`config.mk`:
```
export PLATFORM = sky130hd
export DESIGN_NAME = dual_motor_pwm_drive_unit
export DESIGN_NICKNAME = d
export VERILOG_FILES = /design/src/rtl/core/dmpd_pkg.sv /design/src/rtl/core/dmpd_drive.sv /design/src/rtl/core/dmpd_trim.sv /design/src/rtl/core/dmpd_scale.sv /design/src/rtl/core/dmpd_pair.sv /design/src/rtl/core/dual_motor_pwm_drive_unit.sv
export SDC_FILE = /design/constraint.sdc
export NUM_CORES = 2
export LEC_CHECK = 0
export BUFFER_PORTS_ARGS = -buffer_cell sky130_fd_sc_hd__buf_2
export CORE_MARGIN = 4
export CORE_UTILIZATION = 40
export CTS_BUF_LIST = sky130_fd_sc_hd__clkbuf_4 sky130_fd_sc_hd__clkbuf_8 sky130_fd_sc_hd__clkbuf_16
export CTS_CLUSTER_DIAMETER = 100
export DETAILED_ROUTE_END_ITERATION = 16
export MAX_ROUTING_LAYER = met4
export PLACE_DENSITY = 0.6
export SYNTH_ARGS = -nofsm -noshare
export SYNTH_HDL_FRONTEND = slang
export SYNTH_SLANG_ARGS = --single-unit
```
`constraint.sdc`:
```
create_clock -name clock -period 10.7 [get_ports clock]
set_clock_uncertainty 0.15 [all_clocks]
set_input_delay 0.535 -clock clock [delete_from_list [all_inputs] [get_ports clock]]
set_output_delay 0.535 -clock clock [all_outputs]
set_load 0.005 [all_outputs]
```
`src/rtl/core/dmpd_pkg.sv`:
```
// Shared types, codes and constants of the dual motor PWM drive unit.
`timescale 1ns / 1ps
`default_nettype none
package dmpd_pkg;

   // Count that means "full on" or "full off"; the result fields carry 13 bits of it.
   localparam int PWM_FULL = 4096;
   localparam logic [12:0] PWM_FULL_COUNT = 13'(PWM_FULL % 8192);

   localparam logic [11:0] PWM_MIN_RESET    = 12'd1500;
   localparam logic [11:0] PWM_MAX_RESET    = 12'd4095;
   localparam logic [6:0]  TRIM_LIMIT_RESET = 7'd30;

   localparam logic [15:0] SPEED_FULL_SCALE = 16'd100;

   // floor(x / 100) for x below 2^19 as (x * DIV100_RECIP) >> DIV100_SHIFT.
   localparam int          DIV100_SHIFT = 26;
   localparam logic [19:0] DIV100_RECIP = 20'((64'd1 << DIV100_SHIFT) / 64'd100 + 64'd1);

   localparam logic OP_SPEED = 1'b0;
   localparam logic OP_TRIM  = 1'b1;

   localparam logic [1:0] SEL_FIRST  = 2'd1;
   localparam logic [1:0] SEL_SECOND = 2'd2;

   localparam logic [1:0] CSR_PWM_MIN    = 2'd0;
   localparam logic [1:0] CSR_PWM_MAX    = 2'd1;
   localparam logic [1:0] CSR_TRIM_LIMIT = 2'd2;

   typedef enum logic [1:0] {
      STS_OK    = 2'd0,
      STS_RANGE = 2'd1,
      STS_MOTOR = 2'd2
   } status_type;

   typedef enum logic [1:0] {
      CLS_OFF,
      CLS_FULL,
      CLS_PART,
      CLS_SAT
   } pwm_class_type;

   typedef struct packed {
      logic              operation;
      logic signed [7:0] speed_first;
      logic signed [7:0] speed_second;
      logic [1:0]        motor_select;
      logic signed [7:0] trim_amount;
   } req_type;

   typedef struct packed {
      logic               motor_index;
      logic               pwm_write;
      logic [12:0]        pwm_on;
      logic [12:0]        pwm_off;
      logic               dir_write;
      logic               dir_in1;
      logic               dir_in2;
      logic signed [15:0] trim_value;
      logic [1:0]         status;
      logic               last;
   } rsp_type;

   // Per-motor decisions handed from the first stage to the scaling stage.
   typedef struct packed {
      logic          pwm_write;
      pwm_class_type cls;
      logic [18:0]   product;
      logic          dir_write;
      logic          rev;
   } drive_type;

endpackage
`default_nettype wire

```
`src/rtl/core/dmpd_drive.sv`:
```
// First-stage speed logic of one motor: trim, magnitude, class, direction.
`timescale 1ns / 1ps
`default_nettype none
module dmpd_drive (
   input  wire logic               active,
   input  wire logic signed [7:0]  speed,
   input  wire logic signed [15:0] trim,
   input  wire logic               use_trim,
   input  wire logic               rev,
   input  wire logic [11:0]        pwm_min,
   input  wire logic [11:0]        pwm_max,
   output dmpd_pkg::drive_type     drive
);
   import dmpd_pkg::*;

   logic signed [16:0] speed_ext;
   logic signed [16:0] trim_ext;
   logic signed [16:0] adjusted;
   logic [16:0]        mag_full;
   logic [15:0]        mag;
   logic               neg;
   logic               nonzero;
   logic [11:0]        diff;
   logic               inverted;

   always_comb begin
      speed_ext = $signed({{9{speed[7]}}, speed});
      trim_ext  = $signed({trim[15], trim});
      adjusted  = speed_ext;
      if (use_trim) begin
         if (speed[7]) begin
            adjusted = speed_ext + trim_ext;
         end else begin
            adjusted = speed_ext - trim_ext;
         end
      end
      neg      = adjusted[16];
      mag_full = neg ? 17'(-adjusted) : 17'(adjusted);
      mag      = mag_full[15:0];
      nonzero  = (mag != 16'd0);
      inverted = (pwm_max <= pwm_min);
      diff     = pwm_max - pwm_min;

      if (!nonzero) begin
         drive.cls = CLS_OFF;
      end else if (mag == SPEED_FULL_SCALE) begin
         drive.cls = CLS_FULL;
      end else if (mag > SPEED_FULL_SCALE || inverted) begin
         drive.cls = CLS_SAT;
      end else begin
         drive.cls = CLS_PART;
      end

      drive.product   = {7'd0, diff} * {12'd0, mag[6:0]};
      drive.pwm_write = active;
      drive.dir_write = active && ((nonzero && !neg && rev) || (neg && !rev));
      drive.rev       = drive.dir_write ? neg : rev;
   end

endmodule
`default_nettype wire

```
`src/rtl/core/dmpd_trim.sv`:
```
// Stored motor trims and the trim request check and rebalance.
`timescale 1ns / 1ps
`default_nettype none
module dmpd_trim (
   input  wire logic               clock,
   input  wire logic               reset,
   input  wire logic               update,
   input  wire dmpd_pkg::req_type  req_item,
   input  wire logic [6:0]         trim_limit,
   output logic signed [15:0]      trim_first,
   output logic signed [15:0]      trim_second,
   output logic signed [15:0]      trim_first_next,
   output logic signed [15:0]      trim_second_next,
   output dmpd_pkg::status_type    status
);
   import dmpd_pkg::*;

   logic signed [15:0] trim_first_ff;
   logic signed [15:0] trim_second_ff;
   logic signed [15:0] trim_first_in;
   logic signed [15:0] trim_second_in;

   logic signed [8:0]  adj_ext;
   logic [8:0]         adj_mag_full;
   logic [7:0]         adj_mag;
   logic               sel_first;
   logic               sel_ok;
   logic signed [15:0] other;
   logic signed [16:0] other_ext;
   logic signed [16:0] adj17;
   logic [16:0]        other_mag_full;
   logic [15:0]        other_mag;
   logic signed [15:0] other_new;
   logic signed [15:0] chosen_new;
   logic signed [15:0] chosen_val;
   logic signed [15:0] other_val;

   function automatic logic signed [15:0] sat16(input logic signed [16:0] v);
      logic signed [15:0] r;
      if (v > 17'sd32767) begin
         r = 16'sh7FFF;
      end else if (v < -17'sd32768) begin
         r = 16'sh8000;
      end else begin
         r = v[15:0];
      end
      return r;
   endfunction

   always_comb begin
      adj_ext        = $signed({req_item.trim_amount[7], req_item.trim_amount});
      adj_mag_full   = adj_ext[8] ? 9'(-adj_ext) : 9'(adj_ext);
      adj_mag        = adj_mag_full[7:0];
      sel_first      = (req_item.motor_select == SEL_FIRST);
      sel_ok         = sel_first || (req_item.motor_select == SEL_SECOND);
      other          = sel_first ? trim_second_ff : trim_first_ff;
      other_ext      = $signed({other[15], other});
      adj17          = $signed({{9{req_item.trim_amount[7]}}, req_item.trim_amount});
      other_mag_full = other_ext[16] ? 17'(-other_ext) : 17'(other_ext);
      other_mag      = other_mag_full[15:0];

      if (other_mag >= {8'd0, adj_mag}) begin
         chosen_new = 16'sd0;
         other_new  = sat16(other_ext - adj17);
      end else begin
         chosen_new = sat16(adj17 - other_ext);
         other_new  = 16'sd0;
      end

      chosen_val     = chosen_new;
      other_val      = other_new;
      trim_first_in  = trim_first_ff;
      trim_second_in = trim_second_ff;
      status         = STS_OK;
      if (req_item.operation == OP_TRIM) begin
         if ({1'b0, adj_mag} > {2'b00, trim_limit}) begin
            status = STS_RANGE;
         end else if (!sel_ok) begin
            status = STS_MOTOR;
         end else if (sel_first) begin
            trim_first_in  = chosen_val;
            trim_second_in = other_val;
         end else begin
            trim_second_in = chosen_val;
            trim_first_in  = other_val;
         end
      end
   end

   always_ff @(posedge clock) begin
      if (reset) begin
         trim_first_ff  <= '0;
         trim_second_ff <= '0;
      end else if (update) begin
         trim_first_ff  <= trim_first_in;
         trim_second_ff <= trim_second_in;
      end
   end

   assign trim_first       = trim_first_ff;
   assign trim_second      = trim_second_ff;
   assign trim_first_next  = trim_first_in;
   assign trim_second_next = trim_second_in;

endmodule
`default_nettype wire

```
`src/rtl/core/dmpd_scale.sv`:
```
// Second-stage PWM count of one motor: divide by the speed scale and select.
`timescale 1ns / 1ps
`default_nettype none
module dmpd_scale (
   input  wire dmpd_pkg::drive_type drive,
   input  wire logic [11:0]         pwm_min,
   input  wire logic [11:0]         pwm_max,
   output logic [12:0]              pwm_on,
   output logic [12:0]              pwm_off
);
   import dmpd_pkg::*;

   logic [38:0] scaled;
   logic [11:0] quotient;

   always_comb begin
      scaled   = {20'd0, drive.product} * {19'd0, DIV100_RECIP};
      quotient = scaled[DIV100_SHIFT +: 12];
      pwm_on   = 13'd0;
      pwm_off  = 13'd0;
      if (drive.pwm_write) begin
         case (drive.cls)
            CLS_OFF: begin
               pwm_off = PWM_FULL_COUNT;
            end
            CLS_FULL: begin
               pwm_on = PWM_FULL_COUNT;
            end
            CLS_SAT: begin
               pwm_off = {1'b0, pwm_max};
            end
            CLS_PART: begin
               pwm_off = {1'b0, pwm_min} + {1'b0, quotient};
            end
            default: begin
               pwm_off = 13'd0;
            end
         endcase
      end
   end

endmodule
`default_nettype wire

```
`src/rtl/core/dmpd_pair.sv`:
```
// Output buffer that holds both results of an item and sends them in turn.
`timescale 1ns / 1ps
`default_nettype none
module dmpd_pair (
   input  wire logic              clock,
   input  wire logic              reset,
   input  wire logic              load,
   input  wire dmpd_pkg::rsp_type first_item,
   input  wire dmpd_pkg::rsp_type second_item,
   output logic                   ready,
   output logic                   rsp_valid,
   input  wire logic              rsp_stall,
   output dmpd_pkg::rsp_type      rsp_data
);
   import dmpd_pkg::*;

   logic    valid_ff;
   logic    valid_in;
   logic    sel_ff;
   logic    sel_in;
   rsp_type first_ff;
   rsp_type second_ff;

   always_comb begin
      valid_in = valid_ff;
      sel_in   = sel_ff;
      if (valid_ff && !rsp_stall) begin
         if (sel_ff) begin
            valid_in = 1'b0;
         end else begin
            sel_in = 1'b1;
         end
      end
      if (load) begin
         valid_in = 1'b1;
         sel_in   = 1'b0;
      end
   end

   always_ff @(posedge clock) begin
      if (reset) begin
         valid_ff <= 1'b0;
         sel_ff   <= 1'b0;
      end else begin
         valid_ff <= valid_in;
         sel_ff   <= sel_in;
      end
   end

   always_ff @(posedge clock) begin
      if (load) begin
         first_ff  <= first_item;
         second_ff <= second_item;
      end
   end

   assign ready     = !valid_ff || (sel_ff && !rsp_stall);
   assign rsp_valid = valid_ff;
   assign rsp_data  = sel_ff ? second_ff : first_ff;

endmodule
`default_nettype wire

```
`src/rtl/core/dual_motor_pwm_drive_unit.sv`:
```
// Top level of the dual motor PWM drive unit.
//
// Drives two H-bridge motors. Each item on the req_ channel either sets both
// motor speeds (signed percent) or applies a trim request to one motor. Every
// item gives exactly two results on the rsp_ channel, the first for motor 0
// and the second for motor 1 (last set), each with the PWM counts, direction
// pin levels, the motor's trim and a status code.
// An item is taken at a clock edge with valid high and stall low, on either
// channel. The csr_ port writes pwm_min, pwm_max and trim_limit at any edge
// with csr_we high; it is meant to be used only while the unit is idle.
// Pipeline: input register, a decision stage (trim adjust, magnitude,
// direction, trim update, the diff * speed product), a scaling stage that
// divides by 100 with a reciprocal multiply, and a two-entry output buffer.
// The first result is offered once the item is in the output buffer, the
// second in the cycle after the first is taken, one result per cycle while
// rsp_stall is low; the buffer loads the next item as the second is taken.
// A stalled receiver holds the current result steady; items back up through
// the pipeline and req_stall rises once the input register cannot move.
// Synchronous reset clears the trims, sets both motors forward, loads the
// register defaults (1500, 4095, 30) and empties the pipeline.
`timescale 1ns / 1ps
`default_nettype none
module dual_motor_pwm_drive_unit (
   input  wire logic              clock,
   input  wire logic              reset,
   input  wire logic              req_valid,
   output logic                   req_stall,
   input  wire dmpd_pkg::req_type req_data,
   output logic                   rsp_valid,
   input  wire logic              rsp_stall,
   output dmpd_pkg::rsp_type      rsp_data,
   input  wire logic              csr_we,
   input  wire logic [1:0]        csr_index,
   input  wire logic [11:0]       csr_wdata
);
   import dmpd_pkg::*;

   // Configuration registers.
   logic [11:0] pwm_min_ff;
   logic [11:0] pwm_max_ff;
   logic [6:0]  trim_limit_ff;

   // Input register.
   logic    in_valid_ff;
   req_type in_item_ff;
   logic    in_ready;
   logic    in_advance;

   // Stored directions, 1 for reverse.
   logic rev_first_ff;
   logic rev_second_ff;

   // Decision stage outputs and the registers between the two stages.
   drive_type          drive_first;
   drive_type          drive_second;
   logic signed [15:0] trim_first;
   logic signed [15:0] trim_second;
   logic signed [15:0] trim_first_next;
   logic signed [15:0] trim_second_next;
   status_type         status;
   logic               is_speed;
   logic               speeds_equal;

   logic               mid_valid_ff;
   drive_type          mid_first_ff;
   drive_type          mid_second_ff;
   logic signed [15:0] mid_trim_first_ff;
   logic signed [15:0] mid_trim_second_ff;
   status_type         mid_status_ff;
   logic               mid_ready;
   logic               mid_advance;

   // Scaling stage and output buffer.
   logic [12:0] on_first;
   logic [12:0] off_first;
   logic [12:0] on_second;
   logic [12:0] off_second;
   rsp_type     result_first;
   rsp_type     result_second;
   logic        pair_ready;

   always_ff @(posedge clock) begin
      if (reset) begin
         pwm_min_ff    <= PWM_MIN_RESET;
         pwm_max_ff    <= PWM_MAX_RESET;
         trim_limit_ff <= TRIM_LIMIT_RESET;
      end else if (csr_we) begin
         case (csr_index)
            CSR_PWM_MIN:    pwm_min_ff    <= csr_wdata;
            CSR_PWM_MAX:    pwm_max_ff    <= csr_wdata;
            CSR_TRIM_LIMIT: trim_limit_ff <= csr_wdata[6:0];
            default: begin
            end
         endcase
      end
   end

   // Handshake chain: each stage moves when the next one is free or moving.
   assign mid_ready   = !mid_valid_ff || pair_ready;
   assign in_ready    = !in_valid_ff || mid_ready;
   assign req_stall   = !in_ready;
   assign in_advance  = in_valid_ff && mid_ready;
   assign mid_advance = mid_valid_ff && pair_ready;

   always_ff @(posedge clock) begin
      if (reset) begin
         in_valid_ff  <= 1'b0;
         mid_valid_ff <= 1'b0;
      end else begin
         if (in_ready) begin
            in_valid_ff <= req_valid;
         end
         if (mid_ready) begin
            mid_valid_ff <= in_valid_ff;
         end
      end
   end

   always_ff @(posedge clock) begin
      if (req_valid && in_ready) begin
         in_item_ff <= req_data;
      end
   end

   assign is_speed     = (in_item_ff.operation == OP_SPEED);
   assign speeds_equal = (in_item_ff.speed_first == in_item_ff.speed_second);

   dmpd_trim u_trim (
      .clock            (clock),
      .reset            (reset),
      .update           (in_advance),
      .req_item         (in_item_ff),
      .trim_limit       (trim_limit_ff),
      .trim_first       (trim_first),
      .trim_second      (trim_second),
      .trim_first_next  (trim_first_next),
      .trim_second_next (trim_second_next),
      .status           (status)
   );

   // Speed items never change the trims, so the stored values apply here.
   dmpd_drive u_drive_first (
      .active   (is_speed),
      .speed    (in_item_ff.speed_first),
      .trim     (trim_first),
      .use_trim (speeds_equal),
      .rev      (rev_first_ff),
      .pwm_min  (pwm_min_ff),
      .pwm_max  (pwm_max_ff),
      .drive    (drive_first)
   );

   dmpd_drive u_drive_second (
      .active   (is_speed),
      .speed    (in_item_ff.speed_second),
      .trim     (trim_second),
      .use_trim (speeds_equal),
      .rev      (rev_second_ff),
      .pwm_min  (pwm_min_ff),
      .pwm_max  (pwm_max_ff),
      .drive    (drive_second)
   );

   always_ff @(posedge clock) begin
      if (reset) begin
         rev_first_ff  <= 1'b0;
         rev_second_ff <= 1'b0;
      end else if (in_advance) begin
         rev_first_ff  <= drive_first.rev;
         rev_second_ff <= drive_second.rev;
      end
   end

   always_ff @(posedge clock) begin
      if (in_advance) begin
         mid_first_ff       <= drive_first;
         mid_second_ff      <= drive_second;
         mid_trim_first_ff  <= trim_first_next;
         mid_trim_second_ff <= trim_second_next;
         mid_status_ff      <= status;
      end
   end

   dmpd_scale u_scale_first (
      .drive   (mid_first_ff),
      .pwm_min (pwm_min_ff),
      .pwm_max (pwm_max_ff),
      .pwm_on  (on_first),
      .pwm_off (off_first)
   );

   dmpd_scale u_scale_second (
      .drive   (mid_second_ff),
      .pwm_min (pwm_min_ff),
      .pwm_max (pwm_max_ff),
      .pwm_on  (on_second),
      .pwm_off (off_second)
   );

   always_comb begin
      result_first.motor_index = 1'b0;
      result_first.pwm_write   = mid_first_ff.pwm_write;
      result_first.pwm_on      = on_first;
      result_first.pwm_off     = off_first;
      result_first.dir_write   = mid_first_ff.dir_write;
      result_first.dir_in1     = !mid_first_ff.rev;
      result_first.dir_in2     = mid_first_ff.rev;
      result_first.trim_value  = mid_trim_first_ff;
      result_first.status      = mid_status_ff;
      result_first.last        = 1'b0;

      result_second.motor_index = 1'b1;
      result_second.pwm_write   = mid_second_ff.pwm_write;
      result_second.pwm_on      = on_second;
      result_second.pwm_off     = off_second;
      result_second.dir_write   = mid_second_ff.dir_write;
      result_second.dir_in1     = !mid_second_ff.rev;
      result_second.dir_in2     = mid_second_ff.rev;
      result_second.trim_value  = mid_trim_second_ff;
      result_second.status      = mid_status_ff;
      result_second.last        = 1'b1;
   end

   dmpd_pair u_pair (
      .clock       (clock),
      .reset       (reset),
      .load        (mid_advance),
      .first_item  (result_first),
      .second_item (result_second),
      .ready       (pair_ready),
      .rsp_valid   (rsp_valid),
      .rsp_stall   (rsp_stall),
      .rsp_data    (rsp_data)
   );

endmodule
`default_nettype wire

```
### After elaboration in Yosys (flattened, before gate mapping)

Cells that the tools add are included.

* register bits: 270
* input bits: 46
* output and inout bits: 52
* logic and storage cells: 173

* add/subtract/negate cells: 13
* multipliers: 4
* magnitude comparators: 9
* equality and inequality tests: 13
* multiplexer cells: 39
* bitwise logic cells: 3
* reduce and logical (&&, ||, !) cells: 47

Operator list (count)
* two-way mux 16 bit: 18
* one-hot mux 13 bit (3 select lines): 2
* multiplier 19 x 20 -> 38 bit, second input constant: 2
* two-way mux 17 bit: 4
* subtractor 8 x 16 -> 17 bit: 3
* two-way mux 50 bit: 1
* negator 16 bit: 3
* multiplier 12 x 7 -> 19 bit: 2
* adder 8 x 16 -> 17 bit: 2
* greater-than comparator 17 x 16 -> 1 bit, second input constant: 2
* < comparator 17 x 16 -> 1 bit, second input constant: 2
* equality test 16 x 7 -> 1 bit, second input constant: 2
* greater-than comparator 16 x 7 -> 1 bit, second input constant: 2
* nonzero test 16 bit: 2
* adder 12 x 12 -> 13 bit: 2
* two-way mux 13 bit: 2
* subtractor 16 x 8 -> 17 bit: 1
* greater-or-equal comparator 16 x 8 -> 1 bit: 1
* logical AND 1 bit: 13
* equality test 2 bit, second input constant: 6
* less-or-equal comparator 12 bit: 1
* subtractor 12 bit: 1
* zero test 1 bit: 11
* two-way mux 1 bit: 10
* 12 further kinds: 33

### Longest topological paths before layout

* word-level depth: 11
* mapped depth: 38

### Cells and area by module

A second synthesis with hierarchy kept.

* cell total of the unflattened synthesis: 4100
* area total of the unflattened synthesis: 38501.9 µm²

By module, submodules not included
* dmpd_scale at u_scale_second: instances 1, cells an instance 779, area an instance 7084.3 µm², seq. area each 0.0 µm²
* dmpd_scale at u_scale_first: instances 1, cells an instance 766, area an instance 6972.9 µm², seq. area each 0.0 µm²
* dmpd_drive at u_drive_first: instances 1, cells an instance 711, area an instance 5283.8 µm², seq. area each 0.0 µm²
* dmpd_drive at u_drive_second: instances 1, cells an instance 711, area an instance 5272.6 µm², seq. area each 0.0 µm²
* dmpd_trim: instances 1, cells an instance 702, area an instance 5227.5 µm², seq. area each 640.6 µm²
* dual_motor_pwm_drive_unit: instances 1, cells an instance 266, area an instance 4715.8 µm², seq. area each 3973.8 µm²
* dmpd_pair: instances 1, cells an instance 165, area an instance 3945.0 µm², seq. area each 3042.9 µm²

### Worst setup path before layout

OpenSTA, ideal clock, no wires.

* kind: flip-flop to flip-flop
* from: register in_item_ff[25] in the netlist's numbering
* to: register mid_first_ff[20] in the netlist's numbering (data pin)
* setup time: 0.260 ns
* arrival: 8.340 ns
* slack: 1.950 ns
* stages on the path, launching flop included: 35
* buffers on the path: 5
* clock period less this slack: 8.750 ns
* cell sequence: edfxtp_1 > clkbuf_1 > clkbuf_1 > buf_1 > mux2_2 > fa_1 > nand3_1 > a211oi_1 > o21a_1 > o41ai_1 > a211o_1 > a31oi_1 > clkbuf_1 > nor2_1 > xor2_1 > clkbuf_1 > or2_2 > fa_1 > fa_1 > inv_1 > fa_1 > inv_1 > fa_1 > inv_1 > ha_1 > inv_1 > o21bai_1 > a21oi_1 > o21bai_1 > a21oi_1 > o21ai_0 > o41ai_1 > o2111ai_1 > a21oi_1 > xnor2_1

RTL lines
* start, declared: line dual_motor_pwm_drive_unit.sv:45 `req_type in_item_ff;`
* start signal, assigned: line dual_motor_pwm_drive_unit.sv:121 `in_item_ff <= req_data;`
* end signal, assigned: line dual_motor_pwm_drive_unit.sv:176 `mid_first_ff <= drive_first;`
* end, declared: line dual_motor_pwm_drive_unit.sv:65 `drive_type mid_first_ff;`

==> flow_summary.json <==
{
  "relSlewSlack_pct": 20.2,
  "max_freq_mhz": 108,
  "ys_ff_latch": 246,
  "gr-total-overflow": 0,
  "start_util_pct": 40.3,
  "cts_tree": "done",
  "dpl_cell_area_um2": 35900,
  "synthMostInstantiatedCell": "inv_1",
  "io_buffers": 85,
  "r2r-start": "u_trim.trim_first[2]",
  "setup-tns-final_ns": 0,
  "grt_pass1_vias": 26092,
  "yosys_warnings": 0,
  "postSynthAreaPerCell_um2": 9.18,
  "grtUsageTotal_pct": 20.4,
  "clk_latency_ns": 0.60,
  "r2r_cells": 33,
  "drive_gt1_share_pct": 7.40,
  "crit_family": "compound AO/OA/AOI/OAI gates",
  "routabilityCongestion": 0.906,
  "setup_viol": 0,
  "synth_area_leaders": "fa_1 21%, ha_1 18%, edfxtp_1 16%",
  "maxCapViolCount": 0,
  "cp_num_buf_inv": 6,
  "dr.pass1.iters": 5,
  "max_stage_delay_ns": 0.96,
  "crit_slowest_cell": "a31oi_2",
  "die_area_um2": 90400,
  "wl_um": 89100,
  "start_kind": "flop",
  "vias_per_cell": 5.18,
  "cp_max_fo": 22,
  "vias": 25655,
  "asyncSetResetFlopFracSynth_pct": 0,
  "hp-start": "req_data[20]",
  "io_pins": 98,
  "cts_buffers": 30,
  "cts_root_buf": "clkbuf_16",
  "holdPathEnd": "in_item_ff[20]",
  "stdcell_area_um2": 37200,
  "clkSlewWorstSetupHoldPaths_ns": 0.06,
  "syn_inst": 3733,
  "rr_endpoint": "mid_first_ff[18]",
  "period_needed_ns": 9.29,
  "synth_ff_type": "edfxtp_1",
  "dpl.hpwl_um": 73200,
  "netlist_area_um2": 34300,
  "slew_viol_final": 0,
  "cp_common_cell": "inv_1",
  "status": "finished clean",
  "grt_antenna_before_repair": 1,
  "synth_edf_count": 177,
  "floorplan.rows": 107,
  "holdPathStages": 1,
  "drt_iter0_markers": 1494,
  "place_worst_setup_slack_ns": 1.45,
  "synth_top_area_cell": "fa_1",
  "clock-sinks": 246,
  "nFillCells": 8411,
  "reg2reg_setup_slack_ns": 1.41,
  "die_h_um": 301,
  "drc": 0,
  "nNetsFinal": 4682,
  "cts_resized": 0,
  "synthTopCellsByCount": "691 x inv_1, 494 x ha_1, 357 x fa_1",
  "htree_levels": 1,
  "setup_ws_ns": 1.41,
  "grt_max_degree": 69,
  "min_path_type": "in -> reg",
  "cp.required_ns": 10.90,
  "arrival_ns": 9.49,
  "hold_violations": 0,
  "antenna_left": 0,
  "worstSetupPathType": "reg -> reg",
  "cp-end-kind": "flop",
  "tightest_slew_ns": 1.19,
  "core_area_um2": 85100,
  "cts_buffer_depth": 3,
  "fp.dieW_um": 301,
  "area_growth_pct": 8.41,
  "yosys.cell_types.count": 95,
  "ys_seq_area_share_pct": 19.5,
  "grt_setup_unrepaired": "no",
  "wire_per_inst_um": 18.0,
  "finalCritPeriodShare_pct": 86.8,
  "grt_pass1_wl_um": 142000,
  "synth_top_area_share_pct": 20.9
}
-- cell usage in the layout, fill, tap and decap left out, types with 24 or more instances in the layout --
cell	n
buf_4	34
dfxtp_1	68
a211oi_1	39
dlygate4sd3_1	24
mux2_2	47
clkbuf_16	30
mux2i_1	53
ha_1	493
nand3_1	71
fa_1	357
a21o_1	57
o21a_1	29
nor2b_1	39
nor2_1	303
o21ai_0	123
o21bai_1	25
xor2_1	56
nand2_1	255
nand4_1	25
buf_2	85
nor3_1	43
a21oi_1	175
inv_1	690
edfxtp_1	177
nand2b_1	45
xnor2_1	124
-- through the flow --
step	cells	hold WS [ns]	utilization, %
3_5_place_dp	4873	0.255	42.1
2_1_floorplan	3744	0.250	-
5_1_grt	4954	0.00150	43.6
4_1_cts	4951	0.000282	43.6
6_report	4954	0.0119	43.6
3_3_place_gp	4873	0.251	42.1
-- layout make-up --
cell class	instances	area, um^2	share of cell area [%]
Tap cell	1144	1430	3.85
Clock inverter	19	229	0.616
Sequential cell	246	6700	18.0
Clock buffer	37	816	2.20
Antenna cell	1	2.50	0.00673
Timing Repair Buffer	143	921	2.48
Multi-Input combinational cell	2671	24500	65.8
Inverter	693	2600	7.00
-- how the worst max path moves through the flow --
| stage | from | end | slack [ns] | cells past startpoint |
|---|---|---|---|---|
| after detailed placement | u_trim.trim_second[2] | mid_second_ff[20] | 1.45 | 32 |
| after floorplan | in_item_ff[25] | mid_first_ff[20] | 1.95 | 34 |
| after global placement | u_trim.trim_second[2] | mid_second_ff[20] | 1.55 | 32 |
| after CTS | u_trim.trim_second[2] | mid_second_ff[20] | 1.42 | 32 |
| after global routing | u_trim.trim_second[2] | mid_second_ff[20] | 0.71 | 32 |
| final | u_trim.trim_first[2] | mid_first_ff[18] | 1.41 | 33 |
-- state kept, by name (all words and copies together) (netlist names), 2 cells and up --
name / count
in_item_ff: 27
mid_first_ff: 23
mid_trim_second_ff: 16
u_trim.trim_first: 16
mid_second_ff: 24
mid_status_ff: 2
pwm_max_ff: 12
mid_trim_first_ff: 16
trim_limit_ff: 7
u_pair.first_ff: 35
u_pair.second_ff: 34
pwm_min_ff: 12
u_trim.trim_second: 16
-- what timing repair did --
item / 4_1_cts / 5_1_grt
buffers inserted: 0 / 0
hold buffers: 22 / 2
endpoints found under the hold margin: 22 / 2
-- kinds of logic after synthesis --
family          synth area share [%]
other cells                   0.0109
fa+ha+maj                       38.9
mux                             3.12
flops                           19.5
simple gates                    12.8
compound gates                  11.5
xor+xnor                        4.82
buf+inv                         9.34
-- per-layer routing --
layer	routed length, um	up-vias	share of wire, %	global-route usage, %
met2	43000	541	48	34.4
met5	0	-	0	-
met1	38900	12483	44	25.6
met3	3990	168	4.5	2.32
met4	3250	0	3.7	6.74
li1	-	12463	-	-
Power is left out: the tool's default activity adds up to more than one toggle a clock period on the data nets, which glitch-free logic cannot reach.
